==> config.mk <==
export PLATFORM = sky130hd
export DESIGN_NAME = link_failover_supervisor_core
export DESIGN_NICKNAME = d
export VERILOG_FILES = /design/src/hw/rtl/lfs_pkg.sv /design/src/hw/rtl/lfs_step.sv /design/src/hw/rtl/link_failover_supervisor_core.sv
export SDC_FILE = /design/constraint.sdc
export NUM_CORES = 1
export LEC_CHECK = 0
export ABC_AREA = 1
export BUFFER_PORTS_ARGS = -buffer_cell sky130_fd_sc_hd__buf_2
export CAP_MARGIN = 20
export CORE_MARGIN = 4
export CORE_UTILIZATION = 30
export DETAILED_ROUTE_END_ITERATION = 10
export PLACE_DENSITY = 0.44
export SLEW_MARGIN = 20
export SYNTH_ARGS = -nofsm -noshare
export SYNTH_HDL_FRONTEND = slang
export SYNTH_SLANG_ARGS = --single-unit
==> constraint.sdc <==
create_clock -name clk -period 5.4 [get_ports clk]
set_input_delay 1.08 -clock clk [delete_from_list [all_inputs] [get_ports clk]]
set_output_delay 1.08 -clock clk [all_outputs]
set_load 0.05 [all_outputs]
==> src/hw/rtl/lfs_pkg.sv <==
// ----------------------------------------------------------------------------
// Link failover supervisor package
// Shared types, codes and reset values for the supervisor core and its
// step logic.
// ----------------------------------------------------------------------------
package lfs_pkg;

  // Supervisor modes as carried on the result mode field.
  localparam logic [1:0] MODE_CONNECTING = 2'd0;
  localparam logic [1:0] MODE_ACTIVE     = 2'd1;
  localparam logic [1:0] MODE_GRACE      = 2'd2;
  localparam logic [1:0] MODE_BACKUP     = 2'd3;

  // Long-range message codes.
  localparam logic [1:0] MSG_NONE     = 2'd0;
  localparam logic [1:0] MSG_MISSING  = 2'd1;
  localparam logic [1:0] MSG_RETURNED = 2'd2;

  // Configuration register indexes.
  localparam int unsigned CFG_IDX_W = 3;
  localparam logic [CFG_IDX_W-1:0] CFG_OFF_PERIOD    = 3'd0;
  localparam logic [CFG_IDX_W-1:0] CFG_ON_PERIOD     = 3'd1;
  localparam logic [CFG_IDX_W-1:0] CFG_CONNECT_WAIT  = 3'd2;
  localparam logic [CFG_IDX_W-1:0] CFG_GRACE_TIMEOUT = 3'd3;
  localparam logic [CFG_IDX_W-1:0] CFG_JOIN_RETRY    = 3'd4;
  localparam logic [CFG_IDX_W-1:0] CFG_SEND_INTERVAL = 3'd5;

  // Configuration reset values in milliseconds.
  localparam logic [31:0] OFF_PERIOD_RST    = 32'd120000;
  localparam logic [31:0] ON_PERIOD_RST     = 32'd40000;
  localparam logic [31:0] CONNECT_WAIT_RST  = 32'd5000;
  localparam logic [31:0] GRACE_TIMEOUT_RST = 32'd15000;
  localparam logic [31:0] JOIN_RETRY_RST    = 32'd30000;
  localparam logic [31:0] SEND_INTERVAL_RST = 32'd60000;

  // One supervisory step request.
  typedef struct packed {
    logic [31:0] now_ms;
    logic        gateway_connected;
    logic        join_ok;
  } step_t;

  // One result of a step.
  typedef struct packed {
    logic [1:0] mode;
    logic       radio_on;
    logic       radio_start;
    logic       radio_stop;
    logic       join_request;
    logic [1:0] message;
  } result_t;

  // Timing configuration.
  typedef struct packed {
    logic [31:0] off_period_ms;
    logic [31:0] on_period_ms;
    logic [31:0] connect_wait_ms;
    logic [31:0] grace_time_ms;
    logic [31:0] join_spacing_ms;
    logic [31:0] send_interval_ms;
  } cfg_t;

  // Supervisor state carried from one step to the next.
  typedef struct packed {
    logic [1:0]  fsm_mode;
    logic        phase_on;
    logic [31:0] phase_start_time;
    logic [31:0] wait_start_time;
    logic [31:0] grace_start_time;
    logic [31:0] last_send_time;
    logic [31:0] last_join_time;
    logic        joined;
  } state_t;

endpackage

==> src/hw/rtl/lfs_step.sv <==
// ----------------------------------------------------------------------------
// Link failover supervisor step logic
// Combinational next-state and result logic for one supervisory step: the
// radio duty cycle first, then the four-mode link state machine.
// ----------------------------------------------------------------------------
module lfs_step (
  input  lfs_pkg::state_t  state,
  input  lfs_pkg::cfg_t    cfg,
  input  lfs_pkg::step_t   step,
  output lfs_pkg::state_t  state_next,
  output lfs_pkg::result_t result
);

  logic [31:0] phase_elapsed;
  logic [31:0] wait_elapsed;
  logic [31:0] grace_elapsed;
  logic [31:0] send_elapsed;
  logic [31:0] join_elapsed;
  logic        turn_on;
  logic        turn_off;
  logic        link_ok;
  logic        joined_now;
  lfs_pkg::state_t mid;

  // All elapsed times use wrapping subtraction, computed side by side.
  assign phase_elapsed = step.now_ms - state.phase_start_time;
  assign grace_elapsed = step.now_ms - state.grace_start_time;
  assign send_elapsed  = step.now_ms - state.last_send_time;
  assign join_elapsed  = step.now_ms - state.last_join_time;
  // A turn-on restarts the connect-wait timer at this very step.
  assign wait_elapsed  = turn_on ? 32'd0 : (step.now_ms - state.wait_start_time);

  assign turn_on  = !state.phase_on && (phase_elapsed >= cfg.off_period_ms);
  assign turn_off =  state.phase_on && (phase_elapsed >= cfg.on_period_ms);

  always_comb begin
    // Duty cycle phase change forces the mode back to connecting.
    mid = state;
    if (turn_on) begin
      mid.phase_on         = 1'b1;
      mid.phase_start_time = step.now_ms;
      mid.wait_start_time  = step.now_ms;
      mid.fsm_mode         = lfs_pkg::MODE_CONNECTING;
    end else if (turn_off) begin
      mid.phase_on         = 1'b0;
      mid.phase_start_time = step.now_ms;
      mid.fsm_mode         = lfs_pkg::MODE_CONNECTING;
    end

    link_ok    = step.gateway_connected && mid.phase_on;
    joined_now = mid.joined;

    state_next          = mid;
    result.radio_start  = turn_on;
    result.radio_stop   = turn_off;
    result.join_request = 1'b0;
    result.message      = lfs_pkg::MSG_NONE;

    // Link state machine.
    case (mid.fsm_mode)
      lfs_pkg::MODE_CONNECTING: begin
        if (link_ok) begin
          state_next.fsm_mode = lfs_pkg::MODE_ACTIVE;
        end else if (mid.phase_on && (wait_elapsed > cfg.connect_wait_ms)) begin
          state_next.grace_start_time = step.now_ms;
          state_next.fsm_mode         = lfs_pkg::MODE_GRACE;
        end
      end
      lfs_pkg::MODE_ACTIVE: begin
        if (!link_ok && mid.phase_on) begin
          state_next.grace_start_time = step.now_ms;
          state_next.fsm_mode         = lfs_pkg::MODE_GRACE;
        end
      end
      lfs_pkg::MODE_GRACE: begin
        if (link_ok) begin
          state_next.fsm_mode = lfs_pkg::MODE_ACTIVE;
        end else if (!mid.phase_on) begin
          state_next.fsm_mode = lfs_pkg::MODE_CONNECTING;
        end else if (grace_elapsed > cfg.grace_time_ms) begin
          // Rate-limited join attempt; its outcome is sampled in the same step.
          if (!mid.joined && (join_elapsed > cfg.join_spacing_ms)) begin
            result.join_request       = 1'b1;
            state_next.last_join_time = step.now_ms;
            joined_now                = step.join_ok;
          end
          state_next.joined = joined_now;
          if (joined_now) begin
            result.message            = lfs_pkg::MSG_MISSING;
            state_next.last_send_time = step.now_ms;
            state_next.fsm_mode       = lfs_pkg::MODE_BACKUP;
          end
        end
      end
      default: begin
        // Backup: report return, hold while the radio is off, else repeat.
        if (link_ok) begin
          if (mid.joined) begin
            result.message = lfs_pkg::MSG_RETURNED;
          end
          state_next.fsm_mode = lfs_pkg::MODE_ACTIVE;
        end else if (mid.phase_on && (send_elapsed > cfg.send_interval_ms)) begin
          result.message            = lfs_pkg::MSG_MISSING;
          state_next.last_send_time = step.now_ms;
        end
      end
    endcase

    result.mode     = state_next.fsm_mode;
    result.radio_on = state_next.phase_on;
  end

endmodule

==> src/hw/rtl/link_failover_supervisor_core.sv <==
// ----------------------------------------------------------------------------
// Link failover supervisor core
// Runs the short-range radio duty cycle and the connecting / active / grace /
// backup state machine, one supervisory step per request.
//
//   Channel  Signals                                   Carries
//   step     step_valid, step_ready, step_data         now_ms, link, join outcome
//   result   result_valid, result_ready, result_data   mode, pulses, message
//   cfg      cfg_valid, cfg_ready, cfg_index, cfg_data  timing register write
//
// A step request is registered in the input register, evaluated combinationally
// against the stored state and written to the result register, which offers it;
// one request per cycle is sustained while results are taken.
// The state update and the result load happen on the same edge, so the next
// request sees the updated state without extra delay.
// A stalled result holds the result register; one further request waits in
// the input register and step_ready drops until the result is taken.
// Synchronous reset clears the state and both valids and reloads timing defaults.
// Configuration writes are always taken (cfg_ready high); indexes above five
// are ignored.
// ----------------------------------------------------------------------------
module link_failover_supervisor_core (
  input  logic                                 clk,
  input  logic                                 rst,
  input  logic                                 step_valid,
  output logic                                 step_ready,
  input  lfs_pkg::step_t                       step_data,
  output logic                                 result_valid,
  input  logic                                 result_ready,
  output lfs_pkg::result_t                     result_data,
  input  logic                                 cfg_valid,
  output logic                                 cfg_ready,
  input  logic [lfs_pkg::CFG_IDX_W-1:0]        cfg_index,
  input  logic [31:0]                          cfg_data
);

  logic             stage_valid;
  lfs_pkg::step_t   stage;
  logic             advance;
  lfs_pkg::cfg_t    cfg;
  lfs_pkg::state_t  state;
  lfs_pkg::state_t  state_next;
  lfs_pkg::result_t result_next;

  // Handshake: a staged request moves on when the result register is free.
  assign advance    = stage_valid && (!result_valid || result_ready);
  assign step_ready = !stage_valid || advance;
  assign cfg_ready  = 1'b1;

  // Input register.
  always_ff @(posedge clk) begin
    if (rst) begin
      stage_valid <= 1'b0;
    end else if (step_ready) begin
      stage_valid <= step_valid;
    end
    if (step_valid && step_ready) begin
      stage <= step_data;
    end
  end

  // Timing configuration registers.
  always_ff @(posedge clk) begin
    if (rst) begin
      cfg.off_period_ms    <= lfs_pkg::OFF_PERIOD_RST;
      cfg.on_period_ms     <= lfs_pkg::ON_PERIOD_RST;
      cfg.connect_wait_ms  <= lfs_pkg::CONNECT_WAIT_RST;
      cfg.grace_time_ms    <= lfs_pkg::GRACE_TIMEOUT_RST;
      cfg.join_spacing_ms  <= lfs_pkg::JOIN_RETRY_RST;
      cfg.send_interval_ms <= lfs_pkg::SEND_INTERVAL_RST;
    end else if (cfg_valid && cfg_ready) begin
      case (cfg_index)
        lfs_pkg::CFG_OFF_PERIOD:    cfg.off_period_ms    <= cfg_data;
        lfs_pkg::CFG_ON_PERIOD:     cfg.on_period_ms     <= cfg_data;
        lfs_pkg::CFG_CONNECT_WAIT:  cfg.connect_wait_ms  <= cfg_data;
        lfs_pkg::CFG_GRACE_TIMEOUT: cfg.grace_time_ms    <= cfg_data;
        lfs_pkg::CFG_JOIN_RETRY:    cfg.join_spacing_ms  <= cfg_data;
        lfs_pkg::CFG_SEND_INTERVAL: cfg.send_interval_ms <= cfg_data;
        default: ;
      endcase
    end
  end

  // Step evaluation.
  lfs_step u_step (
    .state      (state),
    .cfg        (cfg),
    .step       (stage),
    .state_next (state_next),
    .result     (result_next)
  );

  // Supervisor state and result register.
  always_ff @(posedge clk) begin
    if (rst) begin
      state.fsm_mode         <= lfs_pkg::MODE_CONNECTING;
      state.phase_on         <= 1'b0;
      state.phase_start_time <= 32'd0;
      state.wait_start_time  <= 32'd0;
      state.grace_start_time <= 32'd0;
      state.last_send_time   <= 32'd0;
      state.last_join_time   <= 32'd0;
      state.joined           <= 1'b0;
      result_valid           <= 1'b0;
    end else begin
      if (advance) begin
        state        <= state_next;
        result_valid <= 1'b1;
      end else if (result_ready) begin
        result_valid <= 1'b0;
      end
    end
    if (advance) begin
      result_data <= result_next;
    end
  end

  // Once joined, the supervisor stays joined until reset.
  a_joined_sticky: assert property (@(posedge clk) disable iff (rst)
    state.joined |=> state.joined)
    else $error("joined flag cleared without reset");

  // A step cannot both start and stop the radio, and the level follows the pulse.
  a_duty_pulses: assert property (@(posedge clk) disable iff (rst)
    result_valid |-> !(result_data.radio_start && result_data.radio_stop) &&
      (!result_data.radio_start || result_data.radio_on) &&
      (!result_data.radio_stop || !result_data.radio_on))
    else $error("inconsistent duty cycle pulses");

  // A returned message is only sent when going back to active.
  a_returned_active: assert property (@(posedge clk) disable iff (rst)
    (result_valid && (result_data.message == lfs_pkg::MSG_RETURNED)) |->
      (result_data.mode == lfs_pkg::MODE_ACTIVE))
    else $error("returned message outside active mode");

  // A join attempt happens only from grace, ending in grace or backup.
  a_join_mode: assert property (@(posedge clk) disable iff (rst)
    (result_valid && result_data.join_request) |->
      ((result_data.mode == lfs_pkg::MODE_GRACE) ||
       (result_data.mode == lfs_pkg::MODE_BACKUP)))
    else $error("join request outside grace or backup");

  // A missing message is only sent in backup mode.
  a_missing_backup: assert property (@(posedge clk) disable iff (rst)
    (result_valid && (result_data.message == lfs_pkg::MSG_MISSING)) |->
      (result_data.mode == lfs_pkg::MODE_BACKUP))
    else $error("missing message outside backup mode");

endmodule

==> results.txt <==
CP bufs+invs: 6
HPWL after DPL: 75020 um
Cell Pwr Density: 398.8 nW/um^2
worst path required time: 5.94 ns
Logic pwr share: 48.7%
CTS buffer count: 52
dpl cells: 5237
Post-Route Skew: 0.02110 ns
Syn Std Cell Area: 27260 sq um
Placeable Area: 90010 sq um
Switch Pwr: 0.005270 W
setup ws final: -0.2836 ns
Post-synth EDFFs: 42
area occupied by multi-input gates: 16900 sq um
post-synthesis async set-or-reset flop share: 0%
fraction of the cycle the final worst path needs: 105.3%
Worst Setup EP: state[67]$_SDFFE_PP0P_
R2R Setup Slk: -0.28 ns
slew margin rel.: 47.43%
grt ovf: 0
CP peak stage delay: 0.47 ns
synth warn: 0
pin count of the biggest net entering global routing: 130
final worst path period need: 5.684 ns
Total GRT Usage: 19.64%
vias in the first global route: 24820
vias: 25550
RSZ-0062 raised after global routing: true
Worst-Margin Slew: 0.7886 ns
Worst Path Arrival: 6.22 ns
#FFs+latches synth: 400
maximum clock rate: 175.9 MHz
Root Buffer: clkbuf_16
final-report hold violation count: 0
nets@finish: 4582
VDD IR max: 0.0002322 V
Die W: 309.4 um
Critical Path Source: stage[20]$_DFFE_PP_
P&R area growth vs syn: 25.11%
Seq/Total Area, Yosys: 30.92%
cell count along the critical path: 38
non-filler cells, final: 5378
Starting DRT DRC Count: 1627
Area after DPL: 30940 sq um
H-tree depth: 2
Fill cells: 9621
Initial Util: 30.28%
Int Pwr: 0.008328 W
post-synthesis cell count: 3823
global-route wire length before repair: 144700 um
initial antenna violation count: 20
clock latency on the worst-skew pair: 0.61 ns
final setup fails: 34
Final ANT Viol Nets: 0
pre-CTS setup slack: -0.7449 ns
Final Max Tran Viols: 0
CTS tree: yes
clk slew on worst S/H paths: 0.06 ns
CP most frequent cell: nand2_1
share of cells above drive strength 1: 15.82%
Post-CTS Hold Buffers: 0
sw frac: 38.76%
CP Class: reg -> reg
Critical Path Fanout Max: 8
Reg power frac: 24.7%
# rows: 110
overall routed net length: 95670 um
CP endpoint kind: flop
outcome: finished, violations left
DRC Markers: 0
Clk pwr share: 26.6%
Pleak: 14.93 nW
Sequential Area: 8428 sq um
failing checks: setup timing
crit-path leading delay family: simple AND/OR/NAND/NOR gates
GP Congestion: 0.8644
mean number of vias per cell: 4.750
worst reg2reg endpoint: state[67]$_SDFFE_PP0P_
drt wl/cell: 17.79 um
Syn Nets: 4249
IO Pins: 85
main flop type after synthesis: dfxtp_1
RR Startpoint: stage[20]$_DFFE_PP_
DRT Pass-1 Iters: 5
# port buffers: 83
worst reg-to-reg path cell count: 38
Setup TNS Final: -8.672 ns
Final Instance Area: 34100 sq um
Distinct cells, synth: 54
slowest cell on the critical path: edfxtp_1
MaxCap Viol Count: 0
syn avg cell area: 7.130 sq um
Critical Path Start Type: flop
die area: 95740 sq um
final core occ: 37.89%
CTS Buffer Depth: 3
Sink Count: 400
Worst Hold Class: reg -> reg
Die Span Y: 309.4 um
## synth_stat cells, types with 3 or more instances
cell / count / area share [%]
a21boi_0: 11 / 0.30
a21o_1: 15 / 0.41
a21oi_1: 505 / 9.3
a221oi_1: 5 / 0.16
a31oi_1: 21 / 0.48
and3_1: 3 / 0.069
buf_1: 5 / 0.069
buf_2: 15 / 0.28
buf_4: 4 / 0.11
buf_6: 6 / 0.25
clkbuf_1: 92 / 1.3
clkinv_1: 3 / 0.041
dfxtp_1: 358 / 26
edfxtp_1: 42 / 4.6
fa_1: 5 / 0.37
ha_1: 347 / 16
inv_1: 596 / 8.2
inv_2: 11 / 0.15
nand2_1: 583 / 8.0
nand2_2: 3 / 0.069
nand3_1: 128 / 2.4
nand3_2: 3 / 0.11
nand4_1: 22 / 0.50
nor2_1: 341 / 4.7
nor2_4: 4 / 0.17
nor3_1: 58 / 1.1
nor4_1: 9 / 0.21
o211ai_1: 48 / 1.3
o21a_1: 20 / 0.55
o21ai_0: 343 / 6.3
o21ai_1: 45 / 0.83
o21bai_1: 11 / 0.30
xnor2_1: 45 / 1.4
xor2_1: 90 / 2.9
## routing by layer
| metal | GRT usage [%] | vias to the layer above | wire length [um] |
|---|---|---|---|
| li1 | - | 13320 | - |
| met1 | 28.29 | 11670 | 47710 |
| met2 | 31.22 | 433 | 41700 |
| met3 | 2.498 | 114 | 4120 |
| met4 | 4.643 | 2 | 2124 |
| met5 | 0 | - | 13 |
## area by class of cell
| class | instances | share of cell area (%) |
|---|---|---|
| antenna | 4 | 0.02935 |
| clock inverter | 17 | 0.6494 |
| inverter | 610 | 6.780 |
| multi-input combinational | 2692 | 49.56 |
| tap | 1176 | 4.315 |
| clock buffer | 79 | 4.531 |
| sequential | 400 | 24.71 |
| timing repair buffer | 400 | 9.418 |
## tightest hold or removal path: cells and delay by family (launching register included)
kind	cells	cell delay [ns]
flops	1	0.29
buf+inv	1	0.06
compound gates	1	0.05
## how the worst min path moves through the flow
stage	endpoint	depth (start not counted)	startpoint
3_3_place_gp	state[103]$_SDFFE_PP0P_	2	state[103]$_SDFFE_PP0P_
6_report	state[159]$_SDFFE_PP0P_	2	state[159]$_SDFFE_PP0P_
5_1_grt	cfg[43]$_SDFFE_PP0P_	2	cfg[43]$_SDFFE_PP0P_
2_1_floorplan	state[129]$_SDFFE_PP0P_	2	state[129]$_SDFFE_PP0P_
4_1_cts	state[127]$_SDFFE_PP0P_	2	state[127]$_SDFFE_PP0P_
3_5_place_dp	state[127]$_SDFFE_PP0P_	2	state[127]$_SDFFE_PP0P_
## flip-flops by register name (all words and copies together) (netlist names)
name	cells
cfg	192
state	164
stage	34
result_data	8
result_valid	1
stage_valid	1
## metrics by stage
step | power [W] | hold WS [ns]
6_report | 0.01360 | 0.4566
5_1_grt | 0.01467 | 0.4739
4_1_cts | 0.01343 | 0.4582
3_5_place_dp | 0.009229 | 0.4490
3_3_place_gp | 0.009224 | 0.4432
2_1_floorplan | 0.007012 | 0.4274
## logic make-up (layout without fill, tap and decap cells)
| kind of cell | after synthesis | in the layout | synth area share (%) |
|---|---|---|---|
| flops | 400 | 400 | 30.92 |
| buf+inv | 732 | 1106 | 10.37 |
| compound gates | 1038 | 1038 | 20.40 |
| xor+xnor | 135 | 135 | 4.338 |
| other cells | 1 | 5 | 0.01376 |
| simple gates | 1165 | 1166 | 17.66 |
| fa+ha+maj | 352 | 352 | 16.30 |
## power by group through the flow
stage / Clock, W / Sequential, W / Combinational [W]
2_1_floorplan: 0 / 0.00345 / 0.00356
3_3_place_gp: 0 / 0.00342 / 0.00581
3_5_place_dp: 0 / 0.00342 / 0.00581
4_1_cts: 0.00374 / 0.00336 / 0.00633
5_1_grt: 0.00384 / 0.00338 / 0.00745
6_report: 0.00361 / 0.00336 / 0.00663
## cells in the final DEF, fill, tap and decap left out, types with 48 or more instances in the layout
master / instances
o21ai_1: 54
nor3_1: 55
buf_4: 281
buf_2: 83
nand2_1: 550
xor2_1: 85
dfxtp_1: 358
o21ai_0: 316
nand3_1: 117
o211ai_1: 48
a21oi_1: 472
clkbuf_16: 57
inv_1: 594
ha_1: 327
nor2_1: 331
## repair_timing
| item | 4_1_cts | 5_1_grt |
|---|---|---|
| endpoints found under the hold margin | 0 | 0 |
| resized for setup | 121 | 104 |
| pin swaps | 31 | 58 |
| setup endpoints to repair | 34 | 101 |
| gates cloned | 5 | 3 |
| buffers inserted | 21 | 13 |
(Power assumes the default switching activity.)
